<file path="src/design/multi_button_debouncer_assert.svh">
// Assertion macros for the multi-button debouncer.
// Used by the lane and top-level files; no other dependencies.
`ifndef MULTI_BUTTON_DEBOUNCER_ASSERT_SVH
`define MULTI_BUTTON_DEBOUNCER_ASSERT_SVH

`ifndef NO_ASSERTIONS
`define DBN_ASSERT(label, prop, msg) \
    label: assert property (@(posedge i_clk) disable iff (!i_rst_n) prop) else $error(msg);
`define DBN_ASSERT_NEXT(label, cond, prop, msg) \
    label: assert property (@(posedge i_clk) disable iff (!i_rst_n) (cond) |=> (prop)) \
        else $error(msg);
`else
`define DBN_ASSERT(label, prop, msg)
`define DBN_ASSERT_NEXT(label, cond, prop, msg)
`endif

`endif

</file>
<file path="src/design/dbn_pkg.sv">
// Package for the multi-button debouncer: sizes, phase codes and the
// structs passed between lanes, merge stage and top level. No dependencies.
package dbn_pkg;

    localparam int NUM_BUTTONS = 8;
    localparam int PIN_W       = 8;
    localparam int QIDX_W      = 3;
    localparam int TICKS_W     = 16;

    localparam logic [TICKS_W-1:0] DEBOUNCE_RESET = 16'd20;

    typedef enum logic [1:0] {
        PH_RELEASED     = 2'd0,
        PH_CONF_PRESS   = 2'd1,
        PH_PRESSED      = 2'd2,
        PH_CONF_RELEASE = 2'd3
    } t_phase;

    typedef struct packed {
        logic advance;
        logic down;
        logic clear;
    } t_lane_ctrl;

    typedef struct packed {
        logic flag;
        logic level;
    } t_lane_stat;

    typedef struct packed {
        logic             query_pressed;
        logic [PIN_W-1:0] pressed_flags;
        logic [PIN_W-1:0] debounced_levels;
    } t_result;

endpackage

</file>
<file path="src/design/dbn_lane.sv">
// One button's debounce state machine with its own tick counter and flag.
// Depends on dbn_pkg and multi_button_debouncer_assert.svh.
`include "multi_button_debouncer_assert.svh"

module dbn_lane
    import dbn_pkg::*;
(
    input  logic               i_clk,
    input  logic               i_rst_n,
    input  logic [TICKS_W-1:0] i_debounce_ticks,
    input  t_lane_ctrl         i_ctrl,
    output t_lane_stat         o_stat
);

    t_phase             r_phase, n_phase;
    logic [TICKS_W-1:0] r_count, n_count;
    logic               r_flag, n_flag_set;
    logic [TICKS_W:0]   count_inc;
    logic               done;

    always_ff @(posedge i_clk) begin
        if (!i_rst_n) begin
            r_phase <= PH_RELEASED;
            r_count <= '0;
            r_flag  <= 1'b0;
        end else if (i_ctrl.advance) begin
            r_phase <= n_phase;
            r_count <= n_count;
            r_flag  <= n_flag_set & ~i_ctrl.clear;
        end
    end

    assign count_inc = {1'b0, r_count} + {{TICKS_W{1'b0}}, 1'b1};
    assign done      = count_inc >= {1'b0, i_debounce_ticks};

    always_comb begin
        n_phase    = r_phase;
        n_count    = r_count;
        n_flag_set = r_flag;
        unique case (r_phase)
            PH_RELEASED: begin
                if (i_ctrl.down) begin
                    n_phase = PH_CONF_PRESS;
                    n_count = '0;
                end
            end
            PH_CONF_PRESS: begin
                n_count = count_inc[TICKS_W-1:0];
                if (done) begin
                    n_count = '0;
                    if (i_ctrl.down) begin
                        n_phase    = PH_PRESSED;
                        n_flag_set = 1'b1;
                    end else begin
                        n_phase = PH_RELEASED;
                    end
                end
            end
            PH_PRESSED: begin
                if (!i_ctrl.down) begin
                    n_phase = PH_CONF_RELEASE;
                    n_count = '0;
                end
            end
            PH_CONF_RELEASE: begin
                n_count = count_inc[TICKS_W-1:0];
                if (done) begin
                    n_count = '0;
                    n_phase = i_ctrl.down ? PH_PRESSED : PH_RELEASED;
                end
            end
            default: begin
                n_phase = PH_RELEASED;
            end
        endcase
    end

    assign o_stat.flag  = n_flag_set;
    assign o_stat.level = (n_phase == PH_PRESSED) || (n_phase == PH_CONF_RELEASE);

    `DBN_ASSERT(a_count_idle, ((r_phase == PH_RELEASED) || (r_phase == PH_PRESSED)) |-> (r_count == '0), "counter not zero in a settled phase")
    `DBN_ASSERT(a_flag_source, $rose(r_flag) |-> ($past(r_phase) == PH_CONF_PRESS), "flag set outside a press commit")

endmodule

</file>
<file path="src/design/dbn_merge.sv">
// Merge stage: gathers lane flags and levels and decodes the query.
// Depends on dbn_pkg.
module dbn_merge
    import dbn_pkg::*;
(
    input  t_lane_stat [NUM_BUTTONS-1:0] i_stat,
    input  logic                         i_query_valid,
    input  logic [QIDX_W-1:0]            i_query_index,
    output logic [NUM_BUTTONS-1:0]       o_clear,
    output t_result                      o_result
);

    always_comb begin
        o_clear  = '0;
        o_result = '0;
        for (int b = 0; b < NUM_BUTTONS; b++) begin
            if (b < PIN_W) begin
                o_clear[b] = i_query_valid && (i_query_index == QIDX_W'(b));
                o_result.pressed_flags[b]    = i_stat[b].flag;
                o_result.debounced_levels[b] = i_stat[b].level;
                if (o_clear[b]) begin
                    o_result.query_pressed = i_stat[b].flag;
                end
            end
        end
    end

endmodule

</file>
<file path="src/design/multi_button_debouncer.sv">
// Multi-button debouncer top level: config register, lanes, merge, output skid.
// Depends on dbn_pkg, dbn_lane, dbn_merge and multi_button_debouncer_assert.svh.
//
// One transaction per clock while o_ready is high: each accepted sample updates
// every button lane in the same cycle, and its result is registered into the
// output register, or into the skid entry while the output is stalled. A two-entry
// output stage keeps input accepting one more sample during an output stall.
// Write debounce_ticks only while idle; a value of zero behaves as one.
`include "multi_button_debouncer_assert.svh"

module multi_button_debouncer
    import dbn_pkg::*;
(
    input  logic               i_clk,
    input  logic               i_rst_n,
    input  logic               i_cfg_we,
    input  logic [TICKS_W-1:0] i_cfg_data,
    input  logic               i_valid,
    output logic               o_ready,
    input  logic [PIN_W-1:0]   i_pin_levels,
    input  logic               i_query_valid,
    input  logic [QIDX_W-1:0]  i_query_index,
    output logic               o_valid,
    input  logic               i_ready,
    output logic               o_query_pressed,
    output logic [PIN_W-1:0]   o_pressed_flags,
    output logic [PIN_W-1:0]   o_debounced_levels
);

    logic [TICKS_W-1:0]           r_debounce_ticks;
    t_lane_ctrl [NUM_BUTTONS-1:0] lane_ctrl;
    t_lane_stat [NUM_BUTTONS-1:0] lane_stat;
    logic [NUM_BUTTONS-1:0]       lane_clear;
    t_result                      result;
    logic                         accept_in, out_take;
    t_result                      r_out, n_out, r_skid, n_skid;
    logic                         r_out_valid, n_out_valid, r_skid_valid, n_skid_valid;

    always_ff @(posedge i_clk) begin
        if (!i_rst_n) begin
            r_debounce_ticks <= DEBOUNCE_RESET;
        end else if (i_cfg_we) begin
            r_debounce_ticks <= i_cfg_data;
        end
    end

    assign o_ready   = !r_skid_valid;
    assign accept_in = i_valid && o_ready;
    assign out_take  = r_out_valid && i_ready;

    for (genvar b = 0; b < NUM_BUTTONS; b++) begin : g_lane
        if (b < PIN_W) begin : g_pin
            assign lane_ctrl[b].down = ~i_pin_levels[b];
        end else begin : g_nopin
            assign lane_ctrl[b].down = 1'b0;
        end
        assign lane_ctrl[b].advance = accept_in;
        assign lane_ctrl[b].clear   = lane_clear[b];

        dbn_lane u_lane (
            .i_clk            (i_clk),
            .i_rst_n          (i_rst_n),
            .i_debounce_ticks (r_debounce_ticks),
            .i_ctrl           (lane_ctrl[b]),
            .o_stat           (lane_stat[b])
        );
    end

    dbn_merge u_merge (
        .i_stat        (lane_stat),
        .i_query_valid (i_query_valid),
        .i_query_index (i_query_index),
        .o_clear       (lane_clear),
        .o_result      (result)
    );

    always_comb begin
        n_out        = r_out;
        n_out_valid  = r_out_valid;
        n_skid       = r_skid;
        n_skid_valid = r_skid_valid;
        if (r_skid_valid) begin
            if (out_take) begin
                n_out        = r_skid;
                n_skid_valid = 1'b0;
            end
        end else if (accept_in) begin
            if (!r_out_valid || out_take) begin
                n_out       = result;
                n_out_valid = 1'b1;
            end else begin
                n_skid       = result;
                n_skid_valid = 1'b1;
            end
        end else if (out_take) begin
            n_out_valid = 1'b0;
        end
    end

    always_ff @(posedge i_clk) begin
        if (!i_rst_n) begin
            r_out_valid  <= 1'b0;
            r_skid_valid <= 1'b0;
        end else begin
            r_out_valid  <= n_out_valid;
            r_skid_valid <= n_skid_valid;
        end
    end

    always_ff @(posedge i_clk) begin
        r_out  <= n_out;
        r_skid <= n_skid;
    end

    assign o_valid            = r_out_valid;
    assign o_query_pressed    = r_out.query_pressed;
    assign o_pressed_flags    = r_out.pressed_flags;
    assign o_debounced_levels = r_out.debounced_levels;

    `DBN_ASSERT(a_skid_order, r_skid_valid |-> r_out_valid, "skid entry held without output entry")
    `DBN_ASSERT_NEXT(a_skid_drain, r_skid_valid && i_ready, r_out_valid && !r_skid_valid, "skid entry not moved to output")

endmodule

</file>
<file path="config.mk">
export PLATFORM = sky130hd
export DESIGN_NAME = multi_button_debouncer
export DESIGN_NICKNAME = d
export VERILOG_FILES = /design/src/design/dbn_pkg.sv /design/src/design/dbn_lane.sv /design/src/design/dbn_merge.sv /design/src/design/multi_button_debouncer.sv
export VERILOG_INCLUDE_DIRS = /design/src /design/src/design
export SDC_FILE = /design/constraint.sdc
export NUM_CORES = 1
export LEC_CHECK = 0
export BUFFER_PORTS_ARGS = -buffer_cell sky130_fd_sc_hd__buf_2
export CORE_UTILIZATION = 57
export CTS_BUF_LIST = sky130_fd_sc_hd__clkbuf_8 sky130_fd_sc_hd__clkbuf_16
export CTS_CLUSTER_DIAMETER = 30
export DETAILED_ROUTE_END_ITERATION = 16
export PLACE_DENSITY = 0.76
export SYNTH_ARGS = -nofsm -noshare
export SYNTH_HDL_FRONTEND = slang
export SYNTH_SLANG_ARGS = --single-unit
</file>
<file path="constraint.sdc">
create_clock -name i_clk -period 3.6 [get_ports i_clk]
set_clock_uncertainty 0.2 [all_clocks]
set_input_delay 0.36 -clock i_clk [delete_from_list [all_inputs] [get_ports i_clk]]
set_output_delay 0.36 -clock i_clk [all_outputs]
set_load 0.1 [all_outputs]
</file>
==> out/summary.txt <==
WP data arrival: 3820 ps
H-tree level count: 2
Root buffer cell: clkbuf_16
Cell Count, Final, Fillers Out: 2,132
Worst setup startpoint: g_lane[0].u_lane.r_count[1]$_SDFFE_PN0P_
Deepest clock path buffer count: 3
CP max FO: 3
Clock-pin slew on the worst setup and hold paths: 50 ps
Primary FF master, synth: dfxtp_1
Final WL: 39,600 µm
Number of synthesized flops with an enable pin: 34
Yosys Warn Count: 0
Placed inst area: 14,900 µm²
Crit end category: register
Multi-input logic area: 8980 µm²
Count of input and output buffers: 51
Max Freq: 267 MHz
Placeable Area: 22,600 µm²
Die Y: 154 µm
Fill count: 1,435
Mean post-synth cell area: 8.50 µm²
Post-Route Utilization: 78.0%
VDD IR max: 330 µV
DRT iter0 DRCs: 927
Total power: 7.50 mW
Hold Fails Final Rpt: 0
DR vias/cell: 6.13
CTS tree: done
Post-synthesis sequential area ratio: 33.8%
Leak: 7.97 nW
Setup CP Type: reg -> reg
Post-Syn Area: 13,100 µm²
Synth async-reset ratio: 0%
Share of post-route cells with drive strength above 1: 26.4%
Synth Instances: 1,540
Status: complete, but fails checks
# IOs: 52
# DRC: 0
First-pass GRT wire length: 60,200 µm
Final worst-path cycle share: 104%
Final setup vio count: 4
Reg-to-reg critical path startpoint: g_lane[0].u_lane.r_count[1]$_SDFFE_PN0P_
Worst slew pin tran: 1370 ps
Area grow syn2layout: 34.4%
CTS Sinks: 204
Top-count cell post-synth: nor2_1
Maxcap violations: 0
Synth Register Bits: 204
Synth unique cells: 76
RSZ-0062 raised after global routing: yes
Delay-heaviest family, CP: compound AO/OA/AOI/OAI gates
GRT overflow: 0
Crit-path max cell delay: 390 ps
Largest area contributor in the netlist: dfxtp_1
Cell Chain, Critical Path: ha_4 -> nand3_4 -> nor3_4 -> nand3_2 -> xnor2_2 -> ha_1 -> a21o_1 -> a21o_1 -> a21o_1 -> a2111oi_4 -> nor4b_2 -> o31ai_1 -> nor3b_2 -> o31ai_1
Max Slew Vio Count: 0
Min-Delay Path Class: in -> reg
Post-route ant nets: 0
# nets final: 1,976
Startpoint Class: register
Latest clock arrival within the worst-skew pair: 540 ps
Die Span X: 154 µm
GRT Util Overall: 31.4%
Via Count: 13,100
Routed len/inst: 18.6 µm
Slowest cell on crit path: a2111oi_4
Dpl hpwl: 25,300 µm
Most used cell, CP: a21o_1
Rows: 55
Failing checks: setup timing
PnR worst setup slack: -142 ps
Initial antenna violation count: 1
Vias in the first global route: 12,400
Initial Util: 58.0%
Power Density: 426 nW/µm²
Finished Cell Area: 17,600 µm²
Top post-synthesis cells by count: 179 x nor2_1, 170 x dfxtp_1, 141 x nand2_1
Rel. slew slack: 7.74%
Drt pass-1 iters: 5
HP Start: i_pin_levels[5]
Routability cong.: 0.925
DIE AREA: 23,600 µm²
Post-synth net total: 1,709
Num CTS Buffers: 47
Most area-consuming cells after synthesis: dfxtp_1 26%, ha_1 13%, edfxtp_1 7.8%, nor2_1 5.1%, a21oi_1 4.7%
Largest net degree at the start of global routing: 62
Placed Instances: 2,000
FF+latch area: 4450 µm²
Data required, critical path: 3680 ps
Yosys top cell area share: 26.0%
Critical path buffers and inverters: 0
Fin crit period: 3740 ps
Setup TNS: -368 ps
==> sequential cells by signal, indices dropped and copies added (netlist names) <==
signal / flops
g_lane.u_lane.r_count: 128
g_lane.u_lane.r_phase: 16
r_debounce_ticks: 16
o_valid: 1
o_pressed_flags: 8
g_lane.u_lane.r_flag: 8
o_debounced_levels: 8
r_skid: 17
o_query_pressed: 1
r_skid_valid: 1
==> timing repair <==
action | 4_1_cts | 5_1_grt
cloned | 0 | 1
setup endpoints to repair | 41 | 145
setup buffers | 1 | 21
pin swaps | 13 | 59
resized for setup | 31 | 121
hold endpoints to repair | 19 | 0
hold buffers | 20 | 0
==> area by class of cell <==
| class | instances | share of cell area, % |
|---|---|---|
| antenna | 1 | 0.0142 |
| clock buffer | 54 | 7.29 |
| clock inverter | 34 | 2.09 |
| inverter | 45 | 0.974 |
| multi-input combinational | 1237 | 51.0 |
| sequential | 204 | 25.3 |
| tap | 285 | 2.03 |
| timing repair buffer | 272 | 11.3 |
==> per-stage QoR <==
stage               hold WS, ps  setup WS, ps
global route               45.9          -238
global placement            263          -103
CTS                        43.8         -16.1
finish                     36.8          -142
detailed placement          277          -199
floorplan                   249          12.6
==> cells by family after synthesis <==
group / share of synthesized area (%)
xor gates and xnor gates: 7.96
adders and majority gates: 13.0
and+or+nand+nor: 21.8
buffers and inverters: 2.89
DFF: 33.8
muxes: 2.25
AOI/OAI and AO/OA: 18.3
==> per-layer routing <==
layer	wire length, µm	vias to the layer above	GRT usage [%]	share of wire (%)
met4	1700	0	14.3	4.3
met2	18400	601	50.8	46
li1	-	6136	-	-
met5	0	-	0	0
met3	3290	134	5.50	8.3
met1	16200	6195	41.0	41
==> worst min-delay path: cells and delay by family <==
family | cells | cell delay (ps)
buffers and inverters | 1 | 150
muxes | 1 | 100
AOI/OAI and AO/OA | 1 | 50
and+or+nand+nor | 1 | 60
==> final timing paths <==
check	endpoint	slack, ps	cells after the start
hold / removal	g_lane[5].u_lane.r_phase[1]$_SDFFE_PN0P_	40	4
setup reg to reg	r_skid[16]$_DFFE_PP_	-140	14
setup / recovery	r_skid[16]$_DFFE_PP_	-140	14
hold reg to reg	g_lane[5].u_lane.r_count[10]$_SDFFE_PN0P_	280	2
==> cell usage in the layout (no fill, tap or decap), types with 8 or more instances in the layout <==
cell,synthesis,layout
o211a_1,11,11
a21o_1,26,26
nand2b_1,23,23
xor2_1,57,53
mux2i_1,19,16
nor2_2,0,12
nand2_1,141,139
buf_2,3,52
and3_1,37,30
xnor2_2,0,12
edfxtp_1,34,34
nor3_2,2,8
o21ai_0,55,47
nand3_1,69,53
ha_1,136,130
nor2_1,179,163
dfxtp_1,170,159
nand4_1,28,28
clkbuf_16,0,48
a21oi_1,123,117
a22oi_1,44,44
o21ai_1,8,16
xnor2_1,62,50
nand3b_1,17,17
dlygate4sd3_1,0,20
mux2_2,8,8
nor2b_1,10,9
buf_4,1,196
o211ai_1,18,18
clkinv_2,0,8
o21a_1,12,11
inv_1,44,50
nor3_1,36,28
nand3_2,0,14
==> report_power, final <==
group	total, mW	internal [mW]	switching [mW]
clock	4.37	2.98	1.39
combinational	0.728	0.223	0.505
sequential	2.40	2.37	0.0299
total	7.50	5.57	1.92
No activity file was read; power rests on OpenSTA's default activity.
